$ cat config.mk
export PLATFORM = sky130hd
export DESIGN_NAME = qvr_round_sat
export DESIGN_NICKNAME = d
export VERILOG_FILES = /design/src/hdl/qvr_pkg.sv /design/src/hdl/qvr_round_sat.sv
export SDC_FILE = /design/constraint.sdc
export NUM_CORES = 1
export LEC_CHECK = 0
export BUFFER_PORTS_ARGS = -buffer_cell sky130_fd_sc_hd__buf_2
export CAP_MARGIN = 10
export CORE_AREA = 2 2 81 83
export DETAILED_ROUTE_END_ITERATION = 7
export DIE_AREA = 0 0 83 85
export GPL_TIMING_DRIVEN = 0
export PLACE_DENSITY_LB_ADDON = 0.05
export SYNTH_ARGS = -nofsm -noshare
export SYNTH_HDL_FRONTEND = slang
export SYNTH_SLANG_ARGS = --single-unit
$ cat constraint.sdc
create_clock -name clk -period 5 [get_ports clk]
set_input_delay 0.25 -clock clk [delete_from_list [all_inputs] [get_ports clk]]
set_output_delay 0.25 -clock clk [all_outputs]
set_load 0.01 [all_outputs]
$ cat src/hdl/qvr_pkg.sv
// shared axis count and accumulator width helper for the quaternion vector rotator
`timescale 1ns / 1ps

package qvr_pkg;

  localparam int AXES = 3;

  // accumulator width: three matrix-vector products plus the shifted vector term
  function automatic int acc_width(input int data_width, input int frac_bits);
    int prod_sum;
    int vec_term;
    prod_sum = 3 * data_width + 3;
    vec_term = data_width + 2 * frac_bits;
    return ((prod_sum > vec_term) ? prod_sum : vec_term) + 1;
  endfunction

endpackage

$ cat src/hdl/qvr_round_sat.sv
// output stage: drop fraction bits, saturate to the data width, flag clipping
`timescale 1ns / 1ps

module qvr_round_sat import qvr_pkg::*; #(
  parameter  int DATA_WIDTH     = 16,
  parameter  int QUAT_FRAC_BITS = 14,
  localparam int ACC_WIDTH      = acc_width(DATA_WIDTH, QUAT_FRAC_BITS)
) (
  input  logic                         clk,
  input  logic                         rst,
  input  logic                         in_valid,
  output logic                         in_ready,
  input  logic signed [ACC_WIDTH-1:0]  acc [AXES],
  output logic                         out_valid,
  input  logic                         out_ready,
  output logic signed [DATA_WIDTH-1:0] rot [AXES],
  output logic                         saturated
);

  localparam int SH = 2 * QUAT_FRAC_BITS - 1;
  localparam logic [DATA_WIDTH-1:0] MAX_VAL = {1'b0, {(DATA_WIDTH-1){1'b1}}};
  localparam logic [DATA_WIDTH-1:0] MIN_VAL = {1'b1, {(DATA_WIDTH-1){1'b0}}};

  logic [DATA_WIDTH-1:0] clipped [AXES];
  logic [AXES-1:0]       ovf;

  assign in_ready = !out_valid || out_ready;

  // upper bits down to and including the sign bit of the result must all agree
  always_comb begin
    for (int i = 0; i < AXES; i++) begin
      ovf[i] = !(&acc[i][ACC_WIDTH-1:SH+DATA_WIDTH-1]) && (|acc[i][ACC_WIDTH-1:SH+DATA_WIDTH-1]);
      if (ovf[i]) begin
        clipped[i] = acc[i][ACC_WIDTH-1] ? MIN_VAL : MAX_VAL;
      end else begin
        clipped[i] = acc[i][SH+DATA_WIDTH-1:SH];
      end
    end
  end

  always_ff @(posedge clk) begin
    if (rst) begin
      out_valid <= 1'b0;
    end else if (in_ready) begin
      out_valid <= in_valid;
    end
  end

  always_ff @(posedge clk) begin
    if (in_ready && in_valid) begin
      for (int i = 0; i < AXES; i++) begin
        rot[i] <= $signed(clipped[i]);
      end
      saturated <= |ovf;
    end
  end

endmodule

* Word-level counts from Yosys, hierarchy flattened
Index checks and enable logic that the tools add are counted.
Word-level totals: register bits 50
Operators by class: mux-type cells 6, reduce and logical (&&, ||, !) cells 16
Operators with widths (number):
- 2-to-1 mux 16 bit | 6
- AND reduction 10 bit | 3
- OR reduction 10 bit | 3
- logical AND 1 bit | 4
- logical NOT 1 bit | 4
- OR reduction 3 bit | 1
- logical OR 1 bit | 1

* Depth between registers and ports, before layout
word-level depth 4, mapped depth 5, gate-level depth less buffers 4

* Worst setup path before layout
No wires, ideal clock.
path kind register to register, start point reg out_valid, end point reg rot[0] in the netlist's numbering, enable pin, library setup time 0.412 ns, data arrival time 1.690 ns, required time 4.588 ns, slack 2.899 ns, stages on the path, launching flop included 3, path buffers 0, clock period less this slack 2.101 ns, path through dfxtp_1 -> nand2b_1 -> and2_1
Between the ends: word-level cells in the longest chain between the ends 3
RTL lines:
- start: declaration | line qvr_round_sat.sv:14 | output logic out_valid,
- start signal: assignment | line qvr_round_sat.sv:45 | out_valid <= in_valid;
- logical NOT 1 bit | line qvr_round_sat.sv:27 | assign in_ready = !out_valid || out_ready;
- logical OR 1 bit | line qvr_round_sat.sv:27
- named net in_ready | line qvr_round_sat.sv:12 | output logic in_ready,
- logical AND 1 bit | line qvr_round_sat.sv:50 | if (in_ready && in_valid) begin
- end signal: indexed assignment | line qvr_round_sat.sv:52 | rot[i] <= $signed(clipped[i]);
- end: declaration | line qvr_round_sat.sv:16 | output logic signed [DATA_WIDTH-1:0] rot [AXES],
The timed path passes the listed nets, and every way through them passes these cells. A chain may end at the register's enable or synchronous reset.

* Worst setup path in the final report
start point reg out_valid, end point reg rot[16] in the netlist's numbering, enable pin
Between the ends: word-level cells in the longest chain between the ends 3
RTL lines (line):
- logical NOT 1 bit | qvr_round_sat.sv:27
- logical OR 1 bit | qvr_round_sat.sv:27
- logical AND 1 bit | qvr_round_sat.sv:50
Every way passes these cells.

==> results.py <==
metrics = {
    "place": {
        "pre_cts_slack_ns": 3.39,
        "hpwlAfterDp_microns": 3820,
        "post-place-cells": 343,
        "dpl_cell_area_sq_um": 2990,
        "io_buffers": 129,
        "gp_congestion": 0.663,
    },
    "power_and_ir_drop": {
        "p_leak_nw": 1.47,
        "p_total_uw": 861,
        "ir_worst_vdd_mv": 0.117,
        "power.density_nw_per_um2": 279,
    },
    "job": {
        "max_cap_viol_count": 0,
    },
    "synthesis": {
        "ys.flop_type": "edfxtp_1",
        "seq_area_frac_synth": 0.669,
        "ys_top_cells_by_area": "edfxtp_1 66%, a21o_1 12%, a21o_2 3.9%, nor4_2 2.2%, buf_6 2.0%",
        "synth_top_cell_by_area": "edfxtp_1",
        "syn-num-nets": 296,
        "synth_edf_count": 49,
        "synth_area_per_cell_sq_um": 16.4,
        "synth_area_sq_um": 2230,
        "synth.distinct_cells": 24,
        "yosys_warnings": 0,
        "yosysMostFrequentCell": "edfxtp_1",
        "yosysTopAreaCellShare": 0.660,
        "syn-instance-count": 136,
        "ys_async_sr_fraction": 0,
        "yosys_register_bits": 50,
        "synth_commonest_cells": "49 x edfxtp_1, 35 x a21o_1, 10 x a21o_2",
    },
    "clocking": {
        "cts_made_buffers": 5,
        "cts_setup_buffers": 0,
        "cts_max_level": 2,
        "clkSinkCount": 50,
        "cts_tree": "built",
        "hold_buffers": 0,
        "clock_path_buffers": 2,
        "clk_pin_slew_worst_paths_ns": 0.09,
        "ctsResizeCount": 0,
        "clock_latency_ns": 0.30,
        "root_buffer": "clkbuf_8",
    },
    "final_layout": {
        "n_fill_cell": 576,
        "seq_area_sq_um": 1490,
        "drive_above_1_share": 0.620,
        "layout.nets": 433,
        "syn2layout_area_growth_pct": 38.5,
        "final_cell_count_no_fill": 351,
        "n_antenna_cell": 0,
        "fin_area_sq_um": 3090,
        "multi_input_area_sq_um": 651,
    },
    "setup_path": {
        "cp_num_buf_inv": 1,
        "worst_path_max_delay_cell": "and2_2",
        "worstPathRequired_ns": 5.01,
        "cp_max_fo": 25,
        "reg2reg_from": "out_valid",
        "slowest_delay_ns": 0.56,
        "path_delay_family": "simple AND/OR/NAND/NOR gates",
        "cp.arrival_ns": 1.55,
        "worstSetupStartpoint": "out_valid",
        "crit_chain": "nand2b_1 -> and2_2 -> buf_12",
        "worstSetupEndpointType": "register",
        "critPathKind": "register to register",
        "cp-start-kind": "register",
    },
    "grt": {
        "grt_pass1_wl_microns": 7960,
        "grt_max_degree": 26,
        "grt_antenna_before_repair": 0,
        "grt_overflow": 0,
        "track_usage": 0.142,
        "grt_pass1_vias": 1596,
    },
    "timing": {
        "max_freq_mhz": 648,
        "rsz0062_at_grt": "false",
        "hold_viol": 0,
        "min_period_over_period": 0.309,
        "setup_slack_ns": 3.46,
        "max_slew_margin": 0.590,
        "finClkSkew_ns": 0.00477,
        "slew_viol_final": 0,
        "tightest_slew_ns": 0.616,
        "fin_crit_ns": 1.54,
        "tns_ns": 0,
        "finalSetupViolations": 0,
    },
    "hold_path": {
        "worstHoldStart": "rst",
        "holdCritPathClass": "input port to register",
    },
    "routing": {
        "drt_iter0_drc": 77,
        "wl_per_cell_microns": 14.3,
        "vias_per_cell": 4.77,
        "drc": 0,
        "ant_nets": 0,
        "dr.pass1.iters": 4,
        "drt_wl_total_microns": 5000,
        "vias": 1675,
    },
    "floorplan": {
        "core_area_sq_um": 6200,
        "rows": 29,
        "die_h_microns": 85,
        "die_w_microns": 83,
        "die-area_sq_um": 7060,
        "ios": 211,
        "initial_utilization": 0.359,
    },
    "status": {
        "status": "completed",
    },
}
area by class of cell:
type | instances | area share
plain buffers | 9 | 0.0272
clock buffers | 6 | 0.0268
clock inverters | 2 | 0.00405
inverters | 1 | 0.00122
multi-input cells | 76 | 0.211
flip-flops and latches | 50 | 0.483
well taps | 77 | 0.0312
repair buffers | 130 | 0.216
cell usage in the layout, fill, tap and decap left out, types with 2 or more instances in the layout:
cell type,Yosys,final
nand4_1,6,6
a21o_2,10,10
buf_6,4,4
buf_4,2,2
buf_2,0,129
clkbuf_8,0,6
edfxtp_1,49,49
o31ai_4,2,2
a21o_1,35,35
nor4_2,4,4
nor2_1,3,3
nand2_1,3,3
nor2b_4,2,2
nand3_2,2,2
dlygate4sd3_1,2,2
nor4_4,2,2
metal layers:
layer,GRT usage,up-vias,part of all wire
met1,0.199,765,0.45
met2,0.192,100,0.40
met5,0,-,0
met3,0.0778,5,0.14
met4,0.0358,0,0.010
li1,-,805,-
registers in the layout, summed over array words and instances, names as in the netlist:
signal and flops:
saturated 1, out_valid 1, rot 48
stage by stage:
stage,utilization,hold WS [ns]
after floorplan,-,0.319
after global placement,0.479,0.406
after detailed placement,0.482,0.410
after CTS,0.497,0.0802
after global routing,0.497,0.0810
final,0.497,0.0977
path summary, 6_finish.rpt:
kind	end	slack, ns	cells past startpoint
min	out_valid	0.1	2
min reg2reg	out_valid	0.52	2
max	rot[16]	3.46	3
max reg2reg	rot[16]	3.46	3
report_power, final:
part           internal [mW]  switching [mW]
clock network          0.112           0.136
registers              0.488         0.00520
logic                 0.0578          0.0626
worst register-to-register path: cells and delay by family, from the launching register on:
kind                   cells  cell delay [ns]
AND/OR/NAND/NOR            2             0.66
flip-flops                 1             0.32
buffers and inverters      1             0.27
cell families after synthesis:
| family | Yosys count | share of synthesized area |
|---|---|---|
| flip-flops | 50 | 0.669 |
| AO/OA/AOI/OAI | 50 | 0.189 |
| AND/OR/NAND/NOR | 26 | 0.102 |
| buffers and inverters | 10 | 0.0393 |
No activity file was read; power rests on OpenSTA's default activity.
